==> src/hw/rtl/plt_pkg.sv <==
package plt_pkg;

    // Default number of breakpoints held by the table
    localparam int TABLE_DEPTH_DEF = 64;

    // Item opcodes
    localparam logic [1:0] OP_INSERT = 2'd0;
    localparam logic [1:0] OP_CLEAR  = 2'd1;
    localparam logic [1:0] OP_QUERY  = 2'd2;

    // Result status codes
    localparam logic [2:0] ST_INSERTED    = 3'd0;
    localparam logic [2:0] ST_OVERWRITTEN = 3'd1;
    localparam logic [2:0] ST_FULL        = 3'd2;
    localparam logic [2:0] ST_HIT         = 3'd3;
    localparam logic [2:0] ST_INTERP      = 3'd4;
    localparam logic [2:0] ST_RANGE       = 3'd5;

    // Quotient width of the interpolation divide
    localparam int QUO_W = 16;

    // Broadcast control from the sequencer to every cell
    typedef struct packed {
        logic        ins;     // insert item in execution this cycle
        logic        clr;     // clear item in execution this cycle
        logic        any_eq;  // some cell already holds the key
        logic        full;    // last cell is occupied
        logic [31:0] key;
        logic [15:0] val;
    } cell_ctl_t;

    // Per-cell compare status
    typedef struct packed {
        logic valid;
        logic lt;      // stored key below the item key
        logic eq;      // stored key equals the item key
        logic is_pos;  // first cell whose key is not below the item key
    } cell_stat_t;

endpackage

==> src/hw/rtl/plt_divider.sv <==
module plt_divider (
    input  logic        clk,
    input  logic        rst_n,
    input  logic        start,
    input  logic [47:0] num,
    input  logic [31:0] den,
    output logic        done,
    output logic [15:0] quo
);
    import plt_pkg::*;

    localparam int CNT_W = $clog2(QUO_W);

    logic [31:0]      rem_reg, rem_next;
    logic [QUO_W-1:0] quo_reg, quo_next;
    logic [CNT_W-1:0] cnt_reg, cnt_next;
    logic             busy_reg, busy_next;
    logic [32:0]      trial;
    logic [32:0]      diff;

    // One quotient bit a cycle; the high part of num is already below den
    always_comb
    begin
        trial     = {rem_reg, quo_reg[QUO_W-1]};
        diff      = trial - {1'b0, den};
        rem_next  = rem_reg;
        quo_next  = quo_reg;
        cnt_next  = cnt_reg;
        busy_next = busy_reg;
        if (start)
        begin
            rem_next  = num[47:QUO_W];
            quo_next  = num[QUO_W-1:0];
            cnt_next  = '0;
            busy_next = 1'b1;
        end
        else if (busy_reg)
        begin
            if (trial >= {1'b0, den})
            begin
                rem_next = diff[31:0];
                quo_next = {quo_reg[QUO_W-2:0], 1'b1};
            end
            else
            begin
                rem_next = trial[31:0];
                quo_next = {quo_reg[QUO_W-2:0], 1'b0};
            end
            cnt_next = cnt_reg + 1'b1;
            if (cnt_reg == CNT_W'(QUO_W - 1))
            begin
                busy_next = 1'b0;
            end
        end
    end

    always_ff @(posedge clk or negedge rst_n)
    begin
        if (!rst_n)
        begin
            busy_reg <= 1'b0;
            cnt_reg  <= '0;
        end
        else
        begin
            busy_reg <= busy_next;
            cnt_reg  <= cnt_next;
        end
    end

    always_ff @(posedge clk)
    begin
        rem_reg <= rem_next;
        quo_reg <= quo_next;
    end

    assign done = busy_reg && (cnt_reg == CNT_W'(QUO_W - 1));
    assign quo  = quo_next;

endmodule

==> config.mk <==
export PLATFORM = sky130hd
export DESIGN_NAME = plt_divider
export DESIGN_NICKNAME = d
export VERILOG_FILES = /design/src/hw/rtl/plt_pkg.sv /design/src/hw/rtl/plt_divider.sv
export SDC_FILE = /design/constraint.sdc
export NUM_CORES = 1
export LEC_CHECK = 0
export ABC_AREA = 0
export ABC_CLOCK_PERIOD_IN_PS = 5250
export BUFFER_PORTS_ARGS = -buffer_cell sky130_fd_sc_hd__buf_2
export CAP_MARGIN = 10
export CELL_PAD_IN_SITES_DETAIL_PLACEMENT = 1
export CELL_PAD_IN_SITES_GLOBAL_PLACEMENT = 1
export CORE_ASPECT_RATIO = 0.7
export CORE_UTILIZATION = 44
export DETAILED_ROUTE_END_ITERATION = 8
export HOLD_SLACK_MARGIN = 0.05
export PLACE_DENSITY = 0.95
export RECOVER_POWER = 25
export SYNTH_ARGS = -nofsm -noshare
export SYNTH_HDL_FRONTEND = slang
export SYNTH_SLANG_ARGS = --single-unit
==> constraint.sdc <==
create_clock -name clk -period 5.25 [get_ports clk]
set_input_delay 0.2625 -clock clk [delete_from_list [all_inputs] [get_ports clk]]
set_output_delay 0.2625 -clock clk [all_outputs]
set_load 0.02 [all_outputs]
==> results.cfg <==
[synth]
synth_ff_type = edfxtp_1
syn-instance-count = 538
synthTopCellsByArea = edfxtp_1 (22%), ha_1 (9.4%), dfxtp_1 (7.3%)
synth_largest_area_cell = edfxtp_1
netlist.area_leader.share_pct = 21.9
ys_ff_latch = 53
ys_types = 57
synth.cell_area_mm2 = 0.00439
syn_avg_cell_area_um2 = 8.17
async_flop_share_pct = 9.43
syn_nets = 655
synth_edf_count = 32
ys_warn_count = 0
ys_seq_area_share_pct = 32.0

[routing]
wirelength_mm = 14.3
vias = 4483
first_iter_violations = 210
wl_per_cell_um = 19.0
dr.pass1.iters = 5
ant_nets = 0
post-route-drc-count = 0
viasPerCell = 5.96

[placed_design]
io_buffers = 99
numPlacedInstances = 743
gp_congestion = 0.893
hpwl_mm = 10.7
placed_area_mm2 = 0.00497

[sta]
drv_slew = 61
finalSetupViolCount = 0
hold_violations = 0
slew_headroom_pct = -74.8
finalHoldWorstSlack_ps = 188
fmax_mhz = 252
worst_clock_skew_ps = 11.0
setup_tns_ps = 0
period_needed_ps = 3960
post-route-period-util_pct = 75.5
rsz0062_at_grt = no
worst_slew_pin_slew_ps = 2620

[critical_path]
slowest_delay_ps = 510
cpMostUsedCell = o21ai_0
cp_max_fo = 14
critical_path.endpoint_type = primary output
path_cells = ha_1 > nand2_1 > o21ai_0 > a2111oi_0 > and4_1 > o41a_1 > o21ai_1 > buf_4 > mux2i_1 > o21ai_0 > buf_2
start_kind = flop
r2r_slack_ps = 1300
slowest_stage = ha_1
worstReg2RegEnd = rem_reg[27]$_DFFE_PP_
r2r_start = rem_reg[21]$_DFFE_PP_
cp.required_ps = 4990
r2r_cells = 10
critical_path_arrival_ps = 3700
critical_path_class = reg -> out

[finish]
n_fill_cell = 1232
regArea_mm2 = 0.00141
fin_area_mm2 = 0.00513
final_common_cell = buf_2
multi_input_area_mm2 = 0.00272
fin_nets = 740
antenna_cells = 0
area_delta_synth_final_pct = 16.8
largest_register_ffs = 32
drive_above_1_share_pct = 19.1
finalNonFillerCells = 752
final_cell_mix = buf_2 (96), nand2_1 (77), inv_1 (42), a21oi_1 (38), nor2_1 (38)

[clocking]
clk_pin_slew_worst_paths_ps = 80
cts-buffers-inserted = 5
cts_buffer_depth = 2
htree_levels = 2
cts_sinks = 53
ctsHoldBuffers = 1
cts_setup_buffers = 0
cts_resized = 0
cts_root_buffer = clkbuf_16
worstSkewPairLatency_ps = 310
cts_tree = done

[power]
power_density_mw_per_mm2 = 555
p_leak_uw = 0.00250
p_total_uw = 2850
vdd_drop_max_mv = 0.182

[status]
status = finished, violations left
violations = capacitance limit, slew limit

[floorplan]
fp.dieW_um = 121
die_h_um = 85.6
coreArea_mm2 = 0.00968
row_count = 30
start_util_pct = 45.4
die_area_mm2 = 0.0104
ioPinCount = 100

[grt]
globalRouteOverflowTotal = 0
grt.total_usage_pct = 28.1
grt_max_degree = 61
first_global_vias = 4641
antenna_found_initial = 0
grt_pass1_wl_mm = 23.0

[hold_path]
hold_path.class = in -> reg
hold_end = quo_reg[5]$_DFF_P_
hp-start = num[5]
holdPathStages = 3

[flow_run]
drv_cap = 1
layout make-up:
type	instances	area share (%)
inverters	43	3.15
multi-input cells	416	52.9
repair buffers	104	10.4
flip-flops and latches	53	27.4
clock inverters	2	0.341
clock buffers	6	2.71
well taps	128	3.12
worst max-delay path by stage:
stage,to,slack [ps],startpoint,cells after the start
after floorplan,quo[0],2030,rem_reg[13]$_DFFE_PP_,11
after global placement,rem_reg[28]$_DFFE_PP_,1700,den[23],12
after detailed placement,rem_reg[28]$_DFFE_PP_,1460,rem_reg[21]$_DFFE_PP_,10
after CTS,quo[0],1330,rem_reg[18]$_DFFE_PP_,11
after global routing,rem_reg[15]$_DFFE_PP_,950,start,4
final,quo[0],1290,rem_reg[18]$_DFFE_PP_,11
per-layer routing:
metal | up-vias | share of wire (%) | global-route usage (%)
met4 | 0 | 2.2 | 9.09
met3 | 37 | 6.8 | 5.59
met5 | - | 0 | 0
met1 | 2166 | 44 | 35.4
li1 | 2116 | - | -
met2 | 164 | 47 | 48.1
stage by stage:
stage / utilization (%) / setup WS (ps)
finish: 53.0 / 1290
global route: 53.0 / 946
CTS: 53.0 / 1330
detailed placement: 51.3 / 1460
global placement: 51.3 / 1700
floorplan: - / 2030
report_power, final:
part,leakage [uW],switching (uW),internal [uW],total [uW]
Combinational,0.00189,1080,688,1770
Clock,0.0000775,173,193,366
Sequential,0.000534,89.8,623,713
critical path, delay by kind of cell (launching register included):
family / cells / cell delay [ps]
buf+inv: 2 / 520
simple gates: 2 / 380
flops: 1 / 420
compound gates: 5 / 1460
mux: 1 / 110
fa+ha+maj: 1 / 510
logic make-up after synthesis:
| group | synth area share (%) |
|---|---|
| compound gates | 22.4 |
| fa+ha+maj | 9.85 |
| simple gates | 19.3 |
| flops | 32.0 |
| buf+inv | 6.18 |
| mux | 5.53 |
| xor+xnor | 4.78 |
Yosys cell counts (all sizes together), types with 16 or more instances:
master / instances
a21o: 16
nor2: 38
a31oi: 21
nand3: 27
inv: 43
buf: 16
a21oi: 38
nand2: 77
o21ai: 37
dfxtp: 16
edfxtp: 32
ha: 33
mux2i: 22
(Power assumes the default switching activity.)
