===== config.mk =====
export PLATFORM = sky130hd
export DESIGN_NAME = plt_cell
export DESIGN_NICKNAME = d
export VERILOG_FILES = /design/src/hw/rtl/plt_pkg.sv /design/src/hw/rtl/plt_cell.sv
export SDC_FILE = /design/constraint.sdc
export NUM_CORES = 1
export LEC_CHECK = 0
export ABC_AREA = 1
export BUFFER_PORTS_ARGS = -buffer_cell sky130_fd_sc_hd__buf_2
export CORE_ASPECT_RATIO = 1.2
export CORE_MARGIN = 2
export CORE_UTILIZATION = 49
export DETAILED_ROUTE_END_ITERATION = 10
export PLACE_DENSITY_LB_ADDON = 0.2
export SLEW_MARGIN = 5
export SYNTH_ARGS = -nofsm -noshare
export SYNTH_HDL_FRONTEND = slang
export SYNTH_SLANG_ARGS = --single-unit

===== constraint.sdc =====
create_clock -name clk -period 3.9 [get_ports clk]
set_clock_uncertainty 0.15 [all_clocks]
set_input_delay 0.195 -clock clk [delete_from_list [all_inputs] [get_ports clk]]
set_output_delay 0.195 -clock clk [all_outputs]
set_load 0.01 [all_outputs]

===== src/hw/rtl/plt_pkg.sv =====
package plt_pkg;

    // Default number of breakpoints held by the table
    localparam int TABLE_DEPTH_DEF = 64;

    // Item opcodes
    localparam logic [1:0] OP_INSERT = 2'd0;
    localparam logic [1:0] OP_CLEAR  = 2'd1;
    localparam logic [1:0] OP_QUERY  = 2'd2;

    // Result status codes
    localparam logic [2:0] ST_INSERTED    = 3'd0;
    localparam logic [2:0] ST_OVERWRITTEN = 3'd1;
    localparam logic [2:0] ST_FULL        = 3'd2;
    localparam logic [2:0] ST_HIT         = 3'd3;
    localparam logic [2:0] ST_INTERP      = 3'd4;
    localparam logic [2:0] ST_RANGE       = 3'd5;

    // Quotient width of the interpolation divide
    localparam int QUO_W = 16;

    // Broadcast control from the sequencer to every cell
    typedef struct packed {
        logic        ins;     // insert item in execution this cycle
        logic        clr;     // clear item in execution this cycle
        logic        any_eq;  // some cell already holds the key
        logic        full;    // last cell is occupied
        logic [31:0] key;
        logic [15:0] val;
    } cell_ctl_t;

    // Per-cell compare status
    typedef struct packed {
        logic valid;
        logic lt;      // stored key below the item key
        logic eq;      // stored key equals the item key
        logic is_pos;  // first cell whose key is not below the item key
    } cell_stat_t;

endpackage


===== src/hw/rtl/plt_cell.sv =====
module plt_cell (
    input  logic                clk,
    input  logic                rst_n,
    input  plt_pkg::cell_ctl_t  ctl,
    input  logic                prev_lt,
    input  logic                prev_valid,
    input  logic [31:0]         prev_key,
    input  logic [15:0]         prev_val,
    output plt_pkg::cell_stat_t stat,
    output logic [31:0]         key,
    output logic [15:0]         val
);
    import plt_pkg::*;

    logic        valid_reg;
    logic [31:0] key_reg;
    logic [15:0] val_reg;
    logic        lt;
    logic        eq;
    logic        is_pos;
    logic        shift;

    // Compare against the broadcast key
    always_comb
    begin
        lt     = valid_reg && (key_reg < ctl.key);
        eq     = valid_reg && (key_reg == ctl.key);
        is_pos = !lt && prev_lt;
        shift  = ctl.ins && !ctl.any_eq && !ctl.full && !lt;
    end

    assign stat = '{valid: valid_reg, lt: lt, eq: eq, is_pos: is_pos};
    assign key  = key_reg;
    assign val  = val_reg;

    // Occupancy: cleared by a clear item, moves up with a shifting insert
    always_ff @(posedge clk or negedge rst_n)
    begin
        if (!rst_n)
        begin
            valid_reg <= 1'b0;
        end
        else if (ctl.clr)
        begin
            valid_reg <= 1'b0;
        end
        else if (shift)
        begin
            valid_reg <= is_pos ? 1'b1 : prev_valid;
        end
    end

    // Point storage: overwrite on match, otherwise take new point or neighbor
    always_ff @(posedge clk)
    begin
        if (ctl.ins && ctl.any_eq && eq)
        begin
            val_reg <= ctl.val;
        end
        else if (shift)
        begin
            key_reg <= is_pos ? ctl.key : prev_key;
            val_reg <= is_pos ? ctl.val : prev_val;
        end
    end

endmodule


==> out/results.txt, run 1 <==
fraction of layout cells with a size suffix above 1 - 0.346
average wire per standard cell - 12.7 um
setup TNS - 0 ns
Initial Utilization - 0.504
Final Hold Fails - 0
Distinct cells, synth - 23
Layout Nets - 623
CP Data Arrival Time - 2.53 ns
number of synthesized register bits - 49
number of max-cap violations - 0
largest net degree at the start of global routing - 82
CP required - 3.56 ns
register area share after synthesis - 0.487
Setup Buffers After CTS - 0
core area - 5970 um2
DR vias/cell - 4.78
antenna violations before repair - 0
slowest cell delay on critical path - 0.54 ns
CTS tree - yes
floorplan row count - 31
maximum clock path buffer count - 2
CP Cell Sequence - ha_1 > nand2_1 > nand2_1 > nand2_1 > nand2_1 > nand2_1 > nand3_1 > a21oi_1 > nand2_2 > nand2_4 > inv_1 > buf_2
PD cells - 290 nW/um2
Die H - 89.9 um
width of the die - 75.6 um
Detailed Place HPWL - 5740 um
Critical Path Slowest Stage Cell - nand2_4
Crit path top cell by count - nand2_1
root buf cell - clkbuf_8
post-route antenna net violation count - 0
Inserted Diodes - 0
vias in the first global route - 2593
Multi-input gate area - 1280 um2
fin crit share - 0.736
clk sinks - 49
total gr overflow - 0
Setup crit end kind - primary output
Non-Filler Instances - 570
GRT Total Usage - 0.216
Synth Cell Area - 3010 um2
Avg Cell Area, Syn - 8.96 um2
RSZ-0062 raised after global routing - false
Synth area leader - edfxtp_1
Seq. cell area - 1470 um2
Ys Warns - 0
routability cong. - 0.838
Starting DRT DRC Count - 85
Mapped Cells - 336
clock slew seen by the registers of the worst setup and hold paths - 0.09 ns
Total Routed Length - 7250 um
drt first pass iters - 4
Leakage - 2.07 nW
Fill cells - 544
Worst Hold Class - primary input to flop
Final Setup Violations - 0
total number of vias - 2727
worst skew pair latency - 0.30 ns
status - completed
Crit Path Category - flop to primary output
maximum clock frequency - 348 MHz
max_slew headroom - 0.528
Slew @ Worst Pin - 0.708 ns
DRC viols - 0
final critical-path required period - 2.87 ns
H-tree depth - 2
Final Core Density - 0.656
max reg flops - 32
Mapped Nets - 472
leading cell type in the layout, fill and taps excluded - buf_2
DP Cell Count - 560
CP max FO - 81
IR Drop Worst-Case VDD - 0.165 mV
Area growth, synth to finish - 30.1%
die area - 6790 um2
Area contributors post-synth - edfxtp_1 (48%), ha_1 (13%), nand2_1 (13%)
Top-Level Pins - 156
max-slew violations - 0
most frequent cells in the layout - buf_2 (155), nand2_1 (103), edfxtp_1 (48)
startpoint types - flop
Num CTS Buffers - 5
global-route wire length before repair - 11400 um
post-synth top area share - 0.479
port bufs - 155
## stage by stage
stage	power (mW)	worst slack [ns]	hold WS (ns)	instance area, um2
after global placement	0.831	1.08	-0.180	3810
after CTS	1.15	0.973	0.0000543	3920
after detailed placement	0.838	1.04	-0.180	3810
after floorplan	0.748	1.35	-0.251	3010
after global routing	1.20	0.765	0.0145	3920
final	1.14	1.03	0.00820	3920
## final timing paths
path,start,endpoint,slack [ns],depth (start not counted)
worst max-delay path,key[17],stat[0],1.03,12
worst min-delay path,ctl[6],val[6],0.008,3
worst max register to register,key[31],key[5],1.06,10
worst min register to register,valid_reg,valid_reg,0.46,2
max in group asynchronous,rst_n,valid_reg,3.48,2
min in group asynchronous,rst_n,valid_reg,0.04,2
## repair_timing
action | in CTS | in global routing
hold endpoints to repair | 2 | 0
hold buffers | 2 | 0
gates resized for setup | 0 | 0
## worst max-delay path, delay by kind of cell, from the launching register on
kind,cells,cell delay [ns]
compound gates,1,0.20
fa+ha+maj,1,0.30
buf+inv,2,0.31
flops,1,0.41
simple gates,8,0.99
## synth_stat cells
cell type  count
nor3b_1        1
nand2_1      103
nand2_4        2
buf_2          6
nand4_1        2
o21ai_0       33
edfxtp_1      48
clkbuf_2       2
buf_4          5
a21o_1         2
and2_4         1
nand3_1       21
buf_6          1
a21oi_1       13
nor3b_2        1
nand3_4        1
dfrtp_1        1
inv_1         46
ha_1          32
nand2_2        1
nand3b_1       1
nor2_2         1
nor2_1        12
## area by class of cell
cell class | instances | share of cell area
Clock buffer | 8 | 0.0230
Inverter | 46 | 0.0441
Multi-Input combinational cell | 227 | 0.328
Sequential cell | 49 | 0.374
Tap cell | 82 | 0.0262
Timing Repair Buffer | 158 | 0.205
## logic make-up (layout without fill, tap and decap cells)
logic type / after synthesis / after routing / synth area share
simple gates: 147 / 147 / 0.212
buf+inv: 60 / 212 / 0.0868
compound gates: 48 / 48 / 0.0814
fa+ha+maj: 32 / 32 / 0.133
flops: 49 / 49 / 0.487
## power breakdown
part	switching [mW]	total [mW]	internal (mW)	leakage, nW
combinational	0.118	0.214	0.0958	1.57
sequential	0.00812	0.613	0.605	0.457
clock	0.166	0.311	0.145	0.0455
total	0.292	1.14	0.846	2.07
## routing by layer
layer | track usage | vias to the layer above | part of all wire
met5 | 0 | - | 0
met4 | 0.0614 | 0 | 0.012
met3 | 0.0650 | 8 | 0.085
met2 | 0.379 | 110 | 0.51
met1 | 0.247 | 1199 | 0.39
li1 | - | 1410 | -
(Power assumes the default switching activity.)
==> run 2: changes to the inputs <==
- CORE_UTILIZATION: 49 -> 41
- clock period: 3.9 -> 2.44 ns (I/O delays scaled with it)
==> out/results.txt, run 2 (synthesized netlist as in run 1, its figures left out) <==
Worst Hold Class - primary input to flop
hold endpoint - valid_reg
Clock Power Share - 0.299 (+0.026)
CP Cell Sequence - ha_4 > nand2_1 > nor2_2 > nand2_2 > inv_1 > nand2_1 > nand2_1 > nand2_1 > nand2_4 > nand2_8 > inv_1 > buf_2
CTS tree - yes
Hold Path Depth - 5 (+2)
GRT Total Usage - 0.231 (+0.0149)
Final Hold Fails - 1 (+1)
Fill cells - 592 (+8.8%)
die area - 8050 um2 (+19%)
Top-Level Pins - 156 (unchanged)
most frequent cells in the layout - buf_2 (155), nand2_1 (100), dlygate4sd3_1 (68)
Worst path top cell family by delay - simple AND/OR/NAND/NOR gates
width of the die - 82.2 um (+8.8%)
maximum clock frequency - 444 MHz
sequential share of power - 0.475 (-0.064)
root buf cell - clkbuf_8
Layout Nets - 697 (+12%)
H-tree depth - 2 (unchanged)
Combinational Power Share - 0.226 (+0.038)
Setup crit end kind - primary output
vias in the first global route - 3314 (+28%)
hold_ws - -0.00210 ns (-0.0103 ns)
internal power - 1.55 mW (+83%)
r2r setup slk - 0.19 ns (-0.87 ns)
CP max FO - 6 (-93%)
total gr overflow - 0 (unchanged)
sw power - 0.519 mW (+78%)
reg2reg start - key[15]
Starting DRT DRC Count - 95 (+12%)
Worst R2R Path Depth - 11 (+1)
worst skew pair latency - 0.30 ns (about the same)
Final Core Density - 0.670 (+0.0142)
Total Routed Length - 8980 um (+24%)
Initial Utilization - 0.419 (-0.0853)
max_slew headroom - 0.726 (+0.199)
clock slew seen by the registers of the worst setup and hold paths - 0.10 ns (about the same)
fin crit share - 0.924
CP Data Arrival Time - 1.98 ns (-0.55 ns)
fraction of layout cells with a size suffix above 1 - 0.335 (-0.0118)
Critical Path Slowest Stage Cell - edfxtp_1
CP required - 2.17 ns (-1.39 ns)
floorplan row count - 34 (+9.7%)
Inserted Diodes - 0 (unchanged)
total power - 2.07 mW (+82%)
max reg flops - 32 (unchanged)
IR Drop Worst-Case VDD - 0.250 mV (+51%)
maximum clock path buffer count - 2 (unchanged)
total number of vias - 3097 (+14%)
clk sinks - 49 (unchanged)
drt first pass iters - 5 (+1)
switching share of total power - 0.251 (-0.00504)
PD cells - 429 nW/um2 (+48%)
DR vias/cell - 4.75 (-0.72%)
slowest cell delay on critical path - 0.44 ns (-0.10 ns)
Final Setup Violations - 0 (unchanged)
Crit Path Category - flop to primary output
leading cell type in the layout, fill and taps excluded - buf_2
post-place setup slack - 0.0653 ns (-0.977 ns)
Hold Crit Start - prev_valid
number of max-cap violations - 0 (unchanged)
post-route antenna net violation count - 0 (unchanged)
global-route wire length before repair - 14600 um (+28%)
Final WS setup - 0.186 ns (-0.842 ns)
port bufs - 155 (unchanged)
Die H - 97.9 um (+8.9%)
worst r2r dst - val[13]
routability cong. - 0.738 (-12%)
RSZ-0062 raised after global routing - false
Num CTS Buffers - 5 (unchanged)
violated checks - hold timing
Detailed Place HPWL - 5850 um (+1.8%)
CP bufs+invs - 3 (+1)
setup TNS - 0 ns (unchanged)
final critical-path required period - 2.25 ns
Multi-input gate area - 1340 um2 (+4.3%)
Slew @ Worst Pin - 0.409 ns (-0.299 ns)
startpoint types - flop
Crit path top cell by count - nand2_1
average wire per standard cell - 13.8 um (+8.3%)
status - complete, but fails checks
core area - 7190 um2 (+20%)
Area growth, synth to finish - 60.0%
max-slew violations - 0 (unchanged)
DRC viols - 0 (unchanged)
antenna violations before repair - 0 (unchanged)
Leakage - 2.42 nW (+17%)
largest net degree at the start of global routing - 36 (-56%)
Seq. cell area - 1470 um2 (unchanged)
-- run 2: through the flow --
| stage | cell area [um2] | std cells |
|---|---|---|
| 3_3_place_gp | 3920 | 572 |
| 2_1_floorplan | 3020 | 336 |
| 6_report | 4820 | 652 |
| 3_5_place_dp | 3920 | 572 |
| 5_1_grt | 4820 | 652 |
| 4_1_cts | 4730 | 649 |
-- run 2: tightest hold or removal path, delay by kind of cell --
kind,cells,cell delay [ns]
buffers and inverters,1,0.07
and+or+nand+nor,4,0.22
-- run 2: how the worst max path moves through the flow --
stage,start,to,slack (ns),cells past startpoint
global placement,key[15],key[17],0.12,12
detailed placement,key[15],key[7],0.07,13
floorplan,key[19],key[0],0.03,11
global route,key[15],val[13],0.01,11
CTS,key[15],stat[0],0.01,12
finish,key[15],stat[0],0.19,12
-- run 2: final cells by class --
| cell class | count | area share |
|---|---|---|
| clock buffers | 6 | 0.0171 |
| clock inverters | 2 | 0.00779 |
| inverters | 46 | 0.0366 |
| multi-input cells | 227 | 0.278 |
| flip-flops and latches | 49 | 0.304 |
| well taps | 90 | 0.0234 |
| repair buffers | 232 | 0.333 |
-- run 2: layer usage --
| metal | wire length [um] | GRT usage |
|---|---|---|
| met1 | 3350 | 0.243 |
| met2 | 4670 | 0.426 |
| met3 | 763 | 0.0693 |
| met4 | 194 | 0.0731 |
| met5 | 0 | 0 |
-- run 2: timing repair --
action	4_1_cts	5_1_grt
hold buffers	69	0
buffers inserted	0	3
setup endpoints to repair	0	81
endpoints found under the hold margin	50	0
gates resized for setup	0	9
-- run 2: power groups by stage --
stage | sequential [mW] | clock, mW | combinational, mW
global placement | 0.998 | 0 | 0.350
detailed placement | 1.00 | 0 | 0.358
floorplan | 1.01 | 0 | 0.184
CTS | 0.980 | 0.641 | 0.444
finish | 0.981 | 0.619 | 0.466
global route | 0.984 | 0.662 | 0.529
